<file path="src/hdl/mnpt_pkg.sv">
// shared types, codes and constants of the monophonic note priority tracker
package mnpt_pkg;

	localparam int NUM_KEYS_DEF = 128;
	localparam int NOTE_W = 7;
	localparam int VEL_W = 7;
	localparam int CNT_W = 8;
	localparam int CUR_W = 8;
	localparam int QUEUE_DEPTH = 2;
	localparam int GRP_SIZE = 8;
	localparam int GRP_IDX_W = 3;

	localparam logic [CUR_W-1:0] NOTE_NONE = 8'hFF;

	typedef enum logic [1:0] {
		EV_NONE = 2'd0,
		EV_ON   = 2'd1,
		EV_OFF  = 2'd2
	} ev_kind_t;

	typedef enum logic [1:0] {
		OP_NONE    = 2'd0,
		OP_PRESS   = 2'd1,
		OP_RELEASE = 2'd2
	} op_kind_t;

	typedef struct packed {
		op_kind_t          kind;
		logic [NOTE_W-1:0] note;
		logic [VEL_W-1:0]  velocity;
	} op_t;

	typedef enum logic [1:0] {
		BK_IDLE = 2'd0,
		BK_SCAN = 2'd1,
		BK_PICK = 2'd2
	} bk_state_t;

endpackage

</file>
<file path="src/hdl/mnpt_evt_if.sv">
// note event channel
interface mnpt_evt_if;
	logic                      valid;
	logic                      ready;
	logic                      func;
	logic [mnpt_pkg::NOTE_W-1:0] note;
	logic [mnpt_pkg::VEL_W-1:0]  velocity;

	modport source (output valid, func, note, velocity, input ready);
	modport sink (input valid, func, note, velocity, output ready);
endinterface

</file>
<file path="src/hdl/mnpt_res_if.sv">
// result channel
interface mnpt_res_if;
	logic                               valid;
	logic                               ready;
	logic [1:0]                         event_kind;
	logic [mnpt_pkg::NOTE_W-1:0]        event_note;
	logic [mnpt_pkg::VEL_W-1:0]         event_velocity;
	logic [mnpt_pkg::CNT_W-1:0]         held_count;
	logic signed [mnpt_pkg::CUR_W-1:0]  current_note;
	logic [mnpt_pkg::VEL_W-1:0]         current_velocity;

	modport source (output valid, event_kind, event_note, event_velocity, held_count,
		current_note, current_velocity, input ready);
	modport sink (input valid, event_kind, event_note, event_velocity, held_count,
		current_note, current_velocity, output ready);
endinterface

</file>
<file path="src/hdl/mnpt_front.sv">
// front end: takes note events and classifies them into press, release or ignore
module mnpt_front #(
	parameter int NUM_KEYS = mnpt_pkg::NUM_KEYS_DEF
) (
	mnpt_evt_if.sink        evt,
	input  logic            q_full,
	output logic            push,
	output mnpt_pkg::op_t   op
);

	localparam logic [mnpt_pkg::CNT_W-1:0] KEY_LIMIT = mnpt_pkg::CNT_W'(NUM_KEYS);

	logic in_range;

	assign evt.ready = !q_full;
	assign push = evt.valid && evt.ready;
	assign in_range = mnpt_pkg::CNT_W'(evt.note) < KEY_LIMIT;

	always_comb begin
		op.note = evt.note;
		op.velocity = evt.velocity;
		if (!in_range) begin
			op.kind = mnpt_pkg::OP_NONE;
		end else if (evt.func && (evt.velocity != '0)) begin
			op.kind = mnpt_pkg::OP_PRESS;
		end else begin
			// note on with zero velocity also lands here
			op.kind = mnpt_pkg::OP_RELEASE;
		end
	end

endmodule

</file>
<file path="src/hdl/mnpt_queue.sv">
// short queue of classified operations between front and back
module mnpt_queue (
	input  logic          clk,
	input  logic          arst_n,
	input  logic          push,
	input  mnpt_pkg::op_t push_op,
	input  logic          pop,
	output mnpt_pkg::op_t head_op,
	output logic          full,
	output logic          empty
);

	localparam int DEPTH = mnpt_pkg::QUEUE_DEPTH;
	localparam int PTR_W = (DEPTH > 1) ? $clog2(DEPTH) : 1;
	localparam int FILL_W = $clog2(DEPTH + 1);
	localparam logic [FILL_W-1:0] FILL_MAX = FILL_W'(DEPTH);
	localparam logic [PTR_W-1:0] PTR_LAST = PTR_W'(DEPTH - 1);

	mnpt_pkg::op_t      slots_q [DEPTH];
	logic [PTR_W-1:0]   wr_ptr_q;
	logic [PTR_W-1:0]   rd_ptr_q;
	logic [FILL_W-1:0]  fill_q;
	logic               do_push;
	logic               do_pop;

	assign full = (fill_q == FILL_MAX);
	assign empty = (fill_q == '0);
	assign do_push = push && !full;
	assign do_pop = pop && !empty;
	assign head_op = slots_q[rd_ptr_q];

	always_ff @(posedge clk) begin
		if (do_push) begin
			slots_q[wr_ptr_q] <= push_op;
		end
	end

	always_ff @(posedge clk or negedge arst_n) begin
		if (!arst_n) begin
			wr_ptr_q <= '0;
			rd_ptr_q <= '0;
			fill_q <= '0;
		end else begin
			if (do_push) begin
				wr_ptr_q <= (wr_ptr_q == PTR_LAST) ? '0 : wr_ptr_q + 1'b1;
			end
			if (do_pop) begin
				rd_ptr_q <= (rd_ptr_q == PTR_LAST) ? '0 : rd_ptr_q + 1'b1;
			end
			if (do_push && !do_pop) begin
				fill_q <= fill_q + 1'b1;
			end else if (do_pop && !do_push) begin
				fill_q <= fill_q - 1'b1;
			end
		end
	end

endmodule

</file>
<file path="src/hdl/mnpt_back.sv">
// back end: held-key bitmap, highest-key search and the result register
module mnpt_back #(
	parameter int NUM_KEYS = mnpt_pkg::NUM_KEYS_DEF
) (
	input  logic           clk,
	input  logic           arst_n,
	input  mnpt_pkg::op_t  head_op,
	input  logic           q_empty,
	output logic           pop,
	mnpt_res_if.source     res
);

	localparam int KW = $clog2(NUM_KEYS);
	localparam int GS = mnpt_pkg::GRP_SIZE;
	localparam int NG = (NUM_KEYS + GS - 1) / GS;
	localparam int GW = (NG > 1) ? $clog2(NG) : 1;
	localparam int PADW = NG * GS;
	localparam int IW = mnpt_pkg::GRP_IDX_W;
	localparam int CW = mnpt_pkg::CNT_W;
	localparam int UW = mnpt_pkg::CUR_W;
	localparam int VW = mnpt_pkg::VEL_W;
	localparam int NW = mnpt_pkg::NOTE_W;
	localparam logic [CW-1:0] KEY_LIMIT = CW'(NUM_KEYS);

	mnpt_pkg::bk_state_t state_q, state_d;

	logic [NUM_KEYS-1:0] held_q, held_d;
	logic [CW-1:0]       total_q, total_d;
	logic [UW-1:0]       active_q, active_d;
	logic [VW-1:0]       avel_q, avel_d;

	// per-group summary of the bitmap, first step of the highest-key search
	logic [NG-1:0]       grp_any_s1;
	logic [IW-1:0]       grp_idx_s1 [NG];
	logic [PADW-1:0]     held_pad;
	logic [NG-1:0]       grp_any;
	logic [IW-1:0]       grp_idx [NG];
	logic [GW-1:0]       grp_sel;
	logic [UW-1:0]       pick_note;

	logic                out_valid_q;
	logic [1:0]          ev_kind_q, ev_kind_d;
	logic [NW-1:0]       ev_note_q, ev_note_d;
	logic [VW-1:0]       ev_vel_q, ev_vel_d;
	logic [CW-1:0]       res_cnt_q;
	logic [UW-1:0]       res_cur_q;
	logic [VW-1:0]       res_vel_q;

	logic                slot_free;
	logic                load_res;
	logic                scan_start;
	logic [KW-1:0]       key;

	assign held_pad = PADW'(held_q);
	assign key = head_op.note[KW-1:0];
	assign slot_free = !out_valid_q || res.ready;

	always_comb begin
		for (int g = 0; g < NG; g++) begin
			grp_any[g] = |held_pad[g*GS +: GS];
			grp_idx[g] = '0;
			for (int b = 0; b < GS; b++) begin
				if (held_pad[g*GS + b]) begin
					grp_idx[g] = IW'(b);
				end
			end
		end
	end

	always_comb begin
		grp_sel = '0;
		for (int g = 0; g < NG; g++) begin
			if (grp_any_s1[g]) begin
				grp_sel = GW'(g);
			end
		end
		pick_note = UW'({grp_sel, grp_idx_s1[grp_sel]});
	end

	always_comb begin
		state_d = state_q;
		pop = 1'b0;
		load_res = 1'b0;
		scan_start = 1'b0;
		held_d = held_q;
		total_d = total_q;
		active_d = active_q;
		avel_d = avel_q;
		ev_kind_d = mnpt_pkg::EV_NONE;
		ev_note_d = '0;
		ev_vel_d = '0;
		case (state_q)
			mnpt_pkg::BK_IDLE: begin
				if (!q_empty && slot_free) begin
					pop = 1'b1;
					load_res = 1'b1;
					case (head_op.kind)
						mnpt_pkg::OP_PRESS: begin
							if (!held_q[key]) begin
								held_d[key] = 1'b1;
								total_d = total_q + 1'b1;
							end
							if (UW'(head_op.note) != active_q) begin
								active_d = UW'(head_op.note);
								avel_d = head_op.velocity;
								ev_kind_d = mnpt_pkg::EV_ON;
								ev_note_d = head_op.note;
								ev_vel_d = head_op.velocity;
							end
						end
						mnpt_pkg::OP_RELEASE: begin
							if (held_q[key]) begin
								held_d[key] = 1'b0;
								total_d = total_q - 1'b1;
								if (total_q == CW'(1)) begin
									active_d = mnpt_pkg::NOTE_NONE;
									ev_kind_d = mnpt_pkg::EV_OFF;
									ev_note_d = head_op.note;
									ev_vel_d = avel_q;
								end else begin
									// other keys still held, search for the highest
									load_res = 1'b0;
									scan_start = 1'b1;
									state_d = mnpt_pkg::BK_SCAN;
								end
							end
						end
						default: begin
						end
					endcase
				end
			end
			mnpt_pkg::BK_SCAN: begin
				state_d = mnpt_pkg::BK_PICK;
			end
			mnpt_pkg::BK_PICK: begin
				load_res = 1'b1;
				active_d = pick_note;
				state_d = mnpt_pkg::BK_IDLE;
			end
			default: begin
				state_d = mnpt_pkg::BK_IDLE;
			end
		endcase
	end

	always_ff @(posedge clk or negedge arst_n) begin
		if (!arst_n) begin
			state_q <= mnpt_pkg::BK_IDLE;
		end else begin
			state_q <= state_d;
		end
	end

	always_ff @(posedge clk or negedge arst_n) begin
		if (!arst_n) begin
			held_q <= '0;
			total_q <= '0;
			active_q <= mnpt_pkg::NOTE_NONE;
			avel_q <= '0;
			out_valid_q <= 1'b0;
		end else begin
			held_q <= held_d;
			total_q <= total_d;
			active_q <= active_d;
			avel_q <= avel_d;
			out_valid_q <= load_res || (out_valid_q && !res.ready);
		end
	end

	always_ff @(posedge clk) begin
		if (state_q == mnpt_pkg::BK_SCAN) begin
			grp_any_s1 <= grp_any;
			grp_idx_s1 <= grp_idx;
		end
		if (load_res) begin
			ev_kind_q <= ev_kind_d;
			ev_note_q <= ev_note_d;
			ev_vel_q <= ev_vel_d;
			res_cnt_q <= total_d;
			res_cur_q <= active_d;
			res_vel_q <= avel_d;
		end
	end

	assign res.valid = out_valid_q;
	assign res.event_kind = ev_kind_q;
	assign res.event_note = ev_note_q;
	assign res.event_velocity = ev_vel_q;
	assign res.held_count = res_cnt_q;
	assign res.current_note = res_cur_q;
	assign res.current_velocity = res_vel_q;

	// count always matches the bitmap
	a_count_matches: assert property (@(posedge clk) disable iff (!arst_n)
		$countones(held_q) == int'(total_q))
		else $error("held count differs from bitmap");

	a_count_bound: assert property (@(posedge clk) disable iff (!arst_n)
		total_q <= KEY_LIMIT)
		else $error("held count above key range");

	// no current note exactly when nothing is held
	a_none_when_empty: assert property (@(posedge clk) disable iff (!arst_n)
		(total_q == '0) == (active_q == mnpt_pkg::NOTE_NONE))
		else $error("current note disagrees with held count");

	// while a search runs the released note is still current, so only checked when idle
	a_current_held: assert property (@(posedge clk) disable iff (!arst_n)
		(state_q == mnpt_pkg::BK_IDLE && active_q != mnpt_pkg::NOTE_NONE)
		|-> held_q[active_q[KW-1:0]])
		else $error("current note is not held");

	// search start frees the result register, so the pick never overwrites
	a_pick_slot_free: assert property (@(posedge clk) disable iff (!arst_n)
		scan_start |=> !out_valid_q ##1 (state_q == mnpt_pkg::BK_PICK && !out_valid_q))
		else $error("result register busy at pick");

endmodule

</file>
<file path="src/hdl/mono_note_priority_tracker.sv">
// an accepted event passes the queue, then the back end loads its result into the output register
// throughput: one event per cycle while results are taken, except a release that leaves keys held,
// which occupies the back end for the two-step highest-key search (group encoders, then group select)
// a 2-entry queue decouples acceptance from the back end; results wait in an output register
// reset (arst_n low, asynchronous): no keys held, count 0, current note -1, velocity 0,
// queue and output register empty
module mono_note_priority_tracker #(
	parameter int NUM_KEYS = mnpt_pkg::NUM_KEYS_DEF
) (
	input  logic        clk,
	input  logic        arst_n,
	mnpt_evt_if.sink    evt,
	mnpt_res_if.source  res
);

	mnpt_pkg::op_t push_op;
	mnpt_pkg::op_t head_op;
	logic          push;
	logic          pop;
	logic          q_full;
	logic          q_empty;

	mnpt_front #(
		.NUM_KEYS (NUM_KEYS)
	) u_front (
		.evt    (evt),
		.q_full (q_full),
		.push   (push),
		.op     (push_op)
	);

	mnpt_queue u_queue (
		.clk     (clk),
		.arst_n  (arst_n),
		.push    (push),
		.push_op (push_op),
		.pop     (pop),
		.head_op (head_op),
		.full    (q_full),
		.empty   (q_empty)
	);

	mnpt_back #(
		.NUM_KEYS (NUM_KEYS)
	) u_back (
		.clk     (clk),
		.arst_n  (arst_n),
		.head_op (head_op),
		.q_empty (q_empty),
		.pop     (pop),
		.res     (res)
	);

endmodule
</file>
<file path="src/flat_wrapper.sv">
// flat-port wrapper written by rule: the top's interface ports become plain ports
module mono_note_priority_tracker_flat 
#(
	parameter int NUM_KEYS = mnpt_pkg::NUM_KEYS_DEF
)
  (clk, arst_n, evt_valid, evt_func, evt_note, evt_velocity, evt_ready, res_valid, res_event_kind, res_event_note, res_event_velocity, res_held_count, res_current_note, res_current_velocity, res_ready);
  mnpt_evt_if evt_i ();
  mnpt_res_if res_i ();
  input  logic clk;
  input  logic arst_n;
  input wire logic [$bits(evt_i.valid)-1:0] evt_valid;
  input wire logic [$bits(evt_i.func)-1:0] evt_func;
  input wire logic [$bits(evt_i.note)-1:0] evt_note;
  input wire logic [$bits(evt_i.velocity)-1:0] evt_velocity;
  output wire logic [$bits(evt_i.ready)-1:0] evt_ready;
  output wire logic [$bits(res_i.valid)-1:0] res_valid;
  output wire logic [$bits(res_i.event_kind)-1:0] res_event_kind;
  output wire logic [$bits(res_i.event_note)-1:0] res_event_note;
  output wire logic [$bits(res_i.event_velocity)-1:0] res_event_velocity;
  output wire logic [$bits(res_i.held_count)-1:0] res_held_count;
  output wire logic [$bits(res_i.current_note)-1:0] res_current_note;
  output wire logic [$bits(res_i.current_velocity)-1:0] res_current_velocity;
  input wire logic [$bits(res_i.ready)-1:0] res_ready;
  assign evt_i.valid = evt_valid;
  assign evt_i.func = evt_func;
  assign evt_i.note = evt_note;
  assign evt_i.velocity = evt_velocity;
  assign evt_ready = evt_i.ready;
  assign res_valid = res_i.valid;
  assign res_event_kind = res_i.event_kind;
  assign res_event_note = res_i.event_note;
  assign res_event_velocity = res_i.event_velocity;
  assign res_held_count = res_i.held_count;
  assign res_current_note = res_i.current_note;
  assign res_current_velocity = res_i.current_velocity;
  assign res_i.ready = res_ready;
  mono_note_priority_tracker #(.NUM_KEYS(NUM_KEYS)) u_core (.clk(clk), .arst_n(arst_n), .evt(evt_i), .res(res_i));
endmodule
</file>
<file path="config.mk">
export PLATFORM = sky130hd
export DESIGN_NAME = mono_note_priority_tracker_flat
export DESIGN_NICKNAME = d
export VERILOG_FILES = /design/src/hdl/mnpt_pkg.sv /design/src/hdl/mnpt_evt_if.sv /design/src/hdl/mnpt_res_if.sv /design/src/hdl/mnpt_front.sv /design/src/hdl/mnpt_queue.sv /design/src/hdl/mnpt_back.sv /design/src/hdl/mono_note_priority_tracker.sv /design/src/flat_wrapper.sv
export SDC_FILE = /design/constraint.sdc
export NUM_CORES = 1
export LEC_CHECK = 0
export BUFFER_PORTS_ARGS = -buffer_cell sky130_fd_sc_hd__buf_4
export CORE_UTILIZATION = 30
export DETAILED_ROUTE_END_ITERATION = 8
export GPL_TIMING_DRIVEN = 0
export PLACE_DENSITY = 0.55
export SLEW_MARGIN = 40
export SYNTH_ARGS = -nofsm -noshare
export SYNTH_HDL_FRONTEND = slang
export SYNTH_SLANG_ARGS = --single-unit
</file>
<file path="constraint.sdc">
create_clock -name clk -period 4.87 [get_ports clk]
set_clock_uncertainty 0.15 [all_clocks]
set_input_delay 0.487 -clock clk [delete_from_list [all_inputs] [get_ports clk]]
set_output_delay 0.487 -clock clk [all_outputs]
set_load 0.03 [all_outputs]
</file>
==> results.cfg, run 1 <==
[die]
io_pins = 60
dieArea_sq_um = 52400
coreArea_sq_um = 50500
fp.dieW_um = 229
die_height_um = 229
start_util = 0.306
num_rows = 82

[setup_path]
r2r-start = u_core.u_queue.rd_ptr_q
cp.required_ps = 4950
cp.arrival_ps = 4790
r2r_cells = 13
critPathKind = flip-flop to flip-flop
crit_slowest_cell = mux2i_2
r2r_end = u_core.u_back.res.current_note[1]
cp-end-kind = flip-flop
critPathMaxStageDelay_ps = 570
worstSetupStartpointType = flip-flop
reg2reg_slack_ps = 150
cp_max_fo = 39
path_delay_family = buffers and inverters
path_cells = buf_4, buf_6, mux2i_2, buf_2, o221ai_1, a211o_1, and3_1, o211a_1, buf_4, nor2_2, buf_2, a31oi_1, or2_4
path_buf_inv = 5

[power_and_ir_drop]
p_leak_nw = 6.86
ir_worst_vdd_v = 0.000368
power_density_nw_per_um2 = 766

[synth]
synth_top_area_share = 0.261
avgSynthCellArea_sq_um = 11.0
synth_cell_types = 90
yosysMostFrequentCell = dfrtp_1
synth_top_cells_by_count = dfrtp_1 (150), nor2_1 (136), edfxtp_1 (134)
synth_area_leader_cell = edfxtp_1
synthFlopType = dfrtp_1
synth.area.top_cells = edfxtp_1 (26%), dfrtp_1 (24%), mux2i_1 (3.3%), nor2_1 (3.3%), nor4b_2 (3.2%)
synth_seq_cells = 292
syn_area_sq_um = 15400
ys_warn_count = 0
syn-instance-count = 1402
async_reset_ff_frac = 0.541
synth_edf_count = 134
seq_area_frac_synth = 0.517
synth_nets = 1427

[placement]
port_buffers = 59
gp_congestion = 1.03
placed_area_sq_um = 16900
place_hpwl_mm = 44.0
dp.cells = 2141

[clock_tree]
cts_tree = done
clockRootBuffer = clkbuf_16
path_clk_slew_ps = 60
clock_path_buffers = 3
clock_latency_ps = 570
clock_sinks = 292
numCtsBuffers = 34
h-tree-depth = 2

[grt]
grt_antenna_before_repair = 0
grt-ovfl-total = 0
grt_use_total = 0.219
grt_pass1_wl_mm = 84.7
grt_pass1_vias = 12355
grt_max_degree = 71

[sta]
slew_viol_final = 0
whs_ps = 134
finalSetupViolCount = 0
tightest_slew_ps = 957
rsz0062_at_grt = yes
layout_min_cycle_time_ps = 4720
max_freq_mhz = 212
maxSlewHeadroom = 0.362
hold_viol = 0
fin_crit_sh = 0.969

[run_status]
run_status = finished clean

[hold_path]
min_from = res_ready
hold_depth = 3
hp-class = primary input to flip-flop
min_to = u_core.u_back.res.valid

[finish]
final_cells = 2215
final_area_sq_um = 18400
n_fill_cell = 5028
diodes = 0
fin_nets = 1544
area_growth_pct = 18.9
drive_above_1_share = 0.188

[job]
drv_cap = 0

[routing]
dr.pass1.iters = 6
dr.first_iter.drc_count = 1657
drcViolationCount = 0
antenna_left = 0
vias = 12895
via_per_inst = 5.82
routed_wl_mm = 58.1
wl_per_cell_um = 26.2
[layout by cell type, fill, tap and decap left out, types with 18 or more instances in the layout]
cell,n
o21ai_0,55
mux2_2,35
o31ai_1,61
buf_2,25
nand2_1,84
mux2i_1,49
o211ai_1,23
nand4_1,42
edfxtp_1,134
o21bai_1,19
a2bb2oi_1,18
nor4b_2,33
dfrtp_1,150
clkbuf_1,51
a31oi_1,27
mux2_1,23
inv_1,35
nand3_1,30
clkbuf_16,35
nor2_1,131
nor3_1,42
buf_4,67
a21oi_1,63
[what timing repair did]
item / 4_1_cts / 5_1_grt
hold buffers: 15 / 0
buffers inserted: 0 / 0
resized for setup: 4 / 16
hold endpoints to repair: 78 / 0
endpoints found under the setup margin: 97 / 74
[worst reg2reg max path: cells and delay by family (launching register included)]
family	cells	cell delay, ps
AOI/OAI and AO/OA	4	1080
DFF	1	320
muxes	1	570
buffers and inverters	5	1350
and+or+nand+nor	3	880
[stage by stage]
step | utilization | setup TNS (ps) | power, mW | worst slack, ps
final | 0.364 | 0 | 14.1 | 153
after global routing | 0.364 | -114 | 14.6 | -36.1
after CTS | 0.362 | 0 | 13.9 | 41.7
after detailed placement | 0.335 | -19940 | 11.1 | -586
after global placement | 0.331 | -29800 | 10.9 | -431
after floorplan | - | 0 | 8.39 | 743
[worst max path at each step]
stage,cells past startpoint,to,startpoint
floorplan,14,flip-flop,u_core.u_queue.rd_ptr_q
global placement,14,flip-flop,u_core.u_queue.rd_ptr_q
detailed placement,14,flip-flop,u_core.u_queue.rd_ptr_q
CTS,12,u_core.u_back.res.current_note[3],u_core.u_queue.slots_q[0][8]
global route,13,flip-flop,u_core.u_queue.rd_ptr_q
finish,13,u_core.u_back.res.current_note[1],u_core.u_queue.rd_ptr_q
[cells by family (layout without fill, tap and decap cells)]
family / count (synthesis) / count (layout) / share of synthesized area
flip-flops: 292 / 292 / 0.517
AND/OR/NAND/NOR: 447 / 447 / 0.164
multiplexers: 114 / 114 / 0.0810
XOR/XNOR: 12 / 12 / 0.00681
AO/OA/AOI/OAI: 399 / 399 / 0.186
adder cells (fa/ha/maj): 6 / 6 / 0.00486
buffers and inverters: 132 / 273 / 0.0404
[layout make-up]
cell class	count	area [sq um]	area share
Multi-Input combinational cell	978	6950	0.379
Inverter	35	131	0.00715
Timing Repair Buffer	82	753	0.0410
Clock buffer	42	932	0.0508
Buffer	96	495	0.0270
Clock inverter	18	272	0.0148
Sequential cell	292	7990	0.435
Tap cell	672	841	0.0458
[report_power, final]
group / total, mW / switching, mW / internal [mW]
sequential: 4.59 / 0.791 / 3.80
combinational: 6.70 / 4.65 / 2.05
clock: 2.77 / 1.08 / 1.69
[layer usage]
metal	GRT usage	wire length [um]
met2	0.330	25800
met1	0.299	24700
met3	0.0551	5390
met5	0	0
met4	0.0879	2220
(Power assumes the default switching activity.)
==> inputs of run 2 (changes only) <==
==> constraint.sdc (replaced) <==
create_clock -name clk -period 4.87 [get_ports clk]
set_clock_uncertainty 0.15 [all_clocks]
set_input_delay 0 -clock clk [delete_from_list [all_inputs] [get_ports clk]]
set_output_delay 0 -clock clk [all_outputs]
set_load 0.03 [all_outputs]
==> results.cfg, run 2 (synthesis results as in run 1) <==
[die]
io_pins = 60
start_util = 0.306
num_rows = 82
coreArea_sq_um = 50500
dieArea_sq_um = 52400
die_height_um = 229
fp.dieW_um = 229

[sta]
fin_crit_sh = 0.966
maxSlewHeadroom = 0.351
max_freq_mhz = 213
hold_viol = 0
layout_min_cycle_time_ps = 4710
tightest_slew_ps = 973
rsz0062_at_grt = yes
slew_viol_final = 0
finalSetupViolCount = 0

[finish]
layout_common_cells = dfrtp_1 (150), edfxtp_1 (134), nor2_1 (131)
area_growth_pct = 19.2
final_cells = 2220
layout_commonest_cell = dfrtp_1
register_area_sq_um = 7990
multi_input_area_sq_um = 6950
n_fill_cell = 5028
fin_nets = 1549
final_area_sq_um = 18400
drive_above_1_share = 0.187
diodes = 0

[placement]
place_hpwl_mm = 44.0
placed_area_sq_um = 16900
dp.cells = 2141
port_buffers = 59
gp_congestion = 1.03

[routing]
wl_per_cell_um = 26.2
dr.pass1.iters = 7
dr.first_iter.drc_count = 1590
via_per_inst = 5.82
vias = 12911
drcViolationCount = 0
antenna_left = 0
routed_wl_mm = 58.3

[clock_tree]
clock_sinks = 292
path_clk_slew_ps = 60
clockRootBuffer = clkbuf_16
clock_path_buffers = 3
cts_tree = done
numCtsBuffers = 34
h-tree-depth = 2
clock_latency_ps = 570

[grt]
use_met1 = 0.300
grt-ovfl-total = 0
grt_pass1_vias = 12399
use_met2 = 0.331
grt_antenna_before_repair = 0
grt_max_degree = 71
top_usage_layer = met2
grt_pass1_wl_mm = 85.0
grt_use_total = 0.220
grt_use_met3 = 0.0551

[hold_path]
hp-class = primary input to flip-flop

[job]
drv_cap = 0

[power_and_ir_drop]
power_density_nw_per_um2 = 764
p_leak_nw = 6.88
ir_worst_vdd_v = 0.000369

[setup_path]
cp.required_ps = 4900
cp_max_fo = 39
worstSetupStartpointType = flip-flop
cp.arrival_ps = 4740
critPathKind = flip-flop to flip-flop
cp-end-kind = flip-flop
reg2reg_slack_ps = 160

[run_status]
run_status = finished clean
[run 2: what timing repair did]
| action | CTS | global route |
|---|---|---|
| hold endpoints to repair | 210 | 0 |
| hold buffers | 20 | 0 |
| endpoints found under the setup margin | 97 | 75 |
| pin swaps | 0 | 0 |
| resized for setup | 4 | 15 |
| buffers inserted | 0 | 0 |
[run 2: layout make-up]
type	count	share of cell area
Sequential cell	292	0.434
Multi-Input combinational cell	978	0.377
Clock buffer	42	0.0506
Tap cell	672	0.0457
Timing Repair Buffer	87	0.0434
Buffer	96	0.0269
Clock inverter	18	0.0148
Inverter	35	0.00714
[run 2: per-stage QoR]
step / worst slack (ps) / power, mW / setup TNS (ps) / util / hold WS [ps]
after floorplan: 743 / 8.39 / 0 / - / -446
after global placement: -431 / 10.9 / -29800 / 0.331 / 37.8
after detailed placement: -586 / 11.1 / -19940 / 0.335 / -268
after CTS: 41.7 / 13.9 / 0 / 0.363 / 14.0
after global routing: -36.1 / 14.6 / -114 / 0.365 / 29.9
final: 165 / 14.1 / 0 / 0.365 / 24.1
[run 2: critical path, cell delays in order (launching register included)]
cell	delay [ps]
edfxtp_1	320
clkbuf_1	330
mux2_2	440
buf_2	400
buf_2	350
o211ai_1	130
a31o_2	270
o32ai_2	190
o211a_1	310
buf_6	190
nor2_2	90
buf_2	240
a31oi_1	300
or2_4	570
[run 2: metal layers]
layer	wire (um)	part of all wire	vias to the layer above
met1	24500	0.42	6366
met2	25700	0.44	706
met5	0	0	-
li1	-	-	5710
met4	2270	0.039	0
met3	5740	0.099	129
[run 2: worst paths after layout]
kind                                                   start                                 to  cells after the start
min in group asynchronous                             arst_n          u_core.u_back.active_q[6]                      3
worst max register to register  u_core.u_queue.slots_q[1][9]  u_core.u_back.res.current_note[1]                     13
worst max-delay path            u_core.u_queue.slots_q[1][9]  u_core.u_back.res.current_note[1]                     13
worst min-delay path                             evt_note[0]       u_core.u_queue.slots_q[1][7]                      2
worst min register to register      u_core.u_queue.fill_q[1]           u_core.u_queue.fill_q[1]                      1
max in group asynchronous                             arst_n           u_core.u_back.total_q[5]                      4
[run 2: report_power, final]
| group | internal, mW | total [mW] | switching, mW |
|---|---|---|---|
| clock network | 1.69 | 2.77 | 1.08 |
| logic | 2.05 | 6.69 | 4.64 |
| registers | 3.80 | 4.60 | 0.799 |
==> inputs of run 3 (changes only) <==
--- a/config.mk
+++ b/config.mk
@@ -6,9 +6,9 @@
 export NUM_CORES = 1
 export LEC_CHECK = 0
 export BUFFER_PORTS_ARGS = -buffer_cell sky130_fd_sc_hd__buf_4
+export CORE_MARGIN = 8
 export CORE_UTILIZATION = 30
 export DETAILED_ROUTE_END_ITERATION = 8
-export GPL_TIMING_DRIVEN = 0
 export PLACE_DENSITY = 0.55
 export SLEW_MARGIN = 40
 export SYNTH_ARGS = -nofsm -noshare
==> results.cfg, run 3 (synthesis results as in run 1) <==
[power_and_ir_drop]
p_leak_nw = 6.85
power_density_nw_per_um2 = 741
total_power_mw = 13.5
ir_worst_vdd_v = 0.000463

[clock_tree]
h-tree-depth = 1
clockRootBuffer = clkbuf_16
clock_path_buffers = 3
numCtsBuffers = 31
cts_tree = done
ctsResizeCount = 0
clock_sinks = 292
path_clk_slew_ps = 60
clock_latency_ps = 590

[routing]
wl_per_cell_um = 25.2
antenna_left = 0
vias = 12728
routed_wl_mm = 55.4
dr.first_iter.drc_count = 1744
drcViolationCount = 0
dr.pass1.iters = 8
via_per_inst = 5.80

[setup_path]
path_cells = buf_4, mux2_2, mux4_2, o22ai_1, a211o_1, a32o_1, o211a_1, nor2_2, a31oi_1, or2_2, buf_12
cp_max_fo = 39
critPathKind = flip-flop to flip-flop
cp-end-kind = flip-flop
crit_slowest_cell = dfrtp_2
worstSetupStartpointType = flip-flop
path_buf_inv = 2
cp.required_ps = 5040
critPathMaxStageDelay_ps = 660
path_delay_family = compound AO/OA/AOI/OAI gates
cp.arrival_ps = 4540

[sta]
rsz0062_at_grt = no
max_freq_mhz = 229
hold_viol = 0
maxSlewHeadroom = 0.450
layout_min_cycle_time_ps = 4370
fin_setup_tns_ps = 0
tightest_slew_ps = 822
slew_viol_final = 0
finalSetupViolCount = 0
fin_crit_sh = 0.897

[die]
start_util = 0.302
coreArea_sq_um = 51100
die_height_um = 243
fp.dieW_um = 243
io_pins = 60
dieArea_sq_um = 59000
num_rows = 83

[finish]
fin_nets = 1516
n_fill_cell = 5054
layout_common_cells = dfrtp_1 (149), nor2_1 (134), edfxtp_1 (134)
area_growth_pct = 17.6
diodes = 0
layout_commonest_cell = dfrtp_1
drive_above_1_share = 0.193

[grt]
grt-ovfl-total = 0
grt_pass1_vias = 12207
grt_antenna_before_repair = 1
grt_max_degree = 91
grt_use_total = 0.180
grt_pass1_wl_mm = 82.2

[job]
drv_cap = 0

[placement]
gp_congestion = 0.974
port_buffers = 59
place_hpwl_mm = 38.4

[run_status]
run_status = finished clean

[hold_path]
hp-class = primary input to flip-flop
[run 3: cell count changes in the layout (fill, tap and decap cells not counted), sizes merged]
cell | previous run | this run
buf | 114 | 129
bufinv | 6 | 3
clkbuf | 92 | 39
clkinv | 8 | 13
clkinvlp | 3 | 1
dlygate4sd3 | 19 | 24
inv | 36 | 37
[run 3: per-layer routing]
layer  vias to the layer above  wire length [um]  track usage
li1                       5611                 -            -
met1                      6351             24000        0.246
met2                       629             24700        0.280
met3                       137              4670       0.0368
met4                         0              2130       0.0638
met5                         -                 0            0
[run 3: final timing paths]
path | startpoint | to | slack [ps] | cells after the start
max in group asynchronous | arst_n | asynchronous set/reset pin | 3610 | 4
hold / removal | evt_note[3] | u_core.u_queue.slots_q[0][10] | 9 | 2
setup reg to reg | u_core.u_queue.rd_ptr_q | u_core.u_back.res.current_note[0] | 500 | 11
hold reg to reg | u_core.u_queue.wr_ptr_q | u_core.u_queue.wr_ptr_q | 360 | 1
min in group asynchronous | arst_n | asynchronous set/reset pin | 480 | 4
setup / recovery | u_core.u_queue.rd_ptr_q | u_core.u_back.res.current_note[0] | 500 | 11
[run 3: what timing repair did]
action	CTS	global route
endpoints found under the hold margin	166	0
endpoints found under the setup margin	0	0
hold buffers	25	0
buffers inserted	0	0
[run 3: where the power goes]
group          internal, mW  total (mW)  switching, mW
clock network          1.36        2.39           1.03
logic                  2.05        6.42           4.37
registers              3.80        4.65          0.850
total                  7.20        13.5           6.25
[run 3: area by class of cell]
class / instances / area [sq um] / share of cell area
Clock buffer: 39 / 826 / 0.0455
Clock inverter: 19 / 179 / 0.00985
Multi-Input combinational cell: 978 / 6890 / 0.379
Timing Repair Buffer: 153 / 1290 / 0.0713
Sequential cell: 292 / 7990 / 0.440
Inverter: 35 / 131 / 0.00724
Tap cell: 680 / 851 / 0.0469
[run 3: metrics by stage]
stage	setup WS, ps	area, sq um	cells	hold WS [ps]	util
global route	231	18200	2196	9.02	0.355
CTS	548	18100	2196	0.190	0.355
finish	503	18200	2196	8.66	0.355
floorplan	743	15400	1402	-446	-
global placement	532	16800	2110	28.5	0.329
detailed placement	587	16900	2113	-54.6	0.330
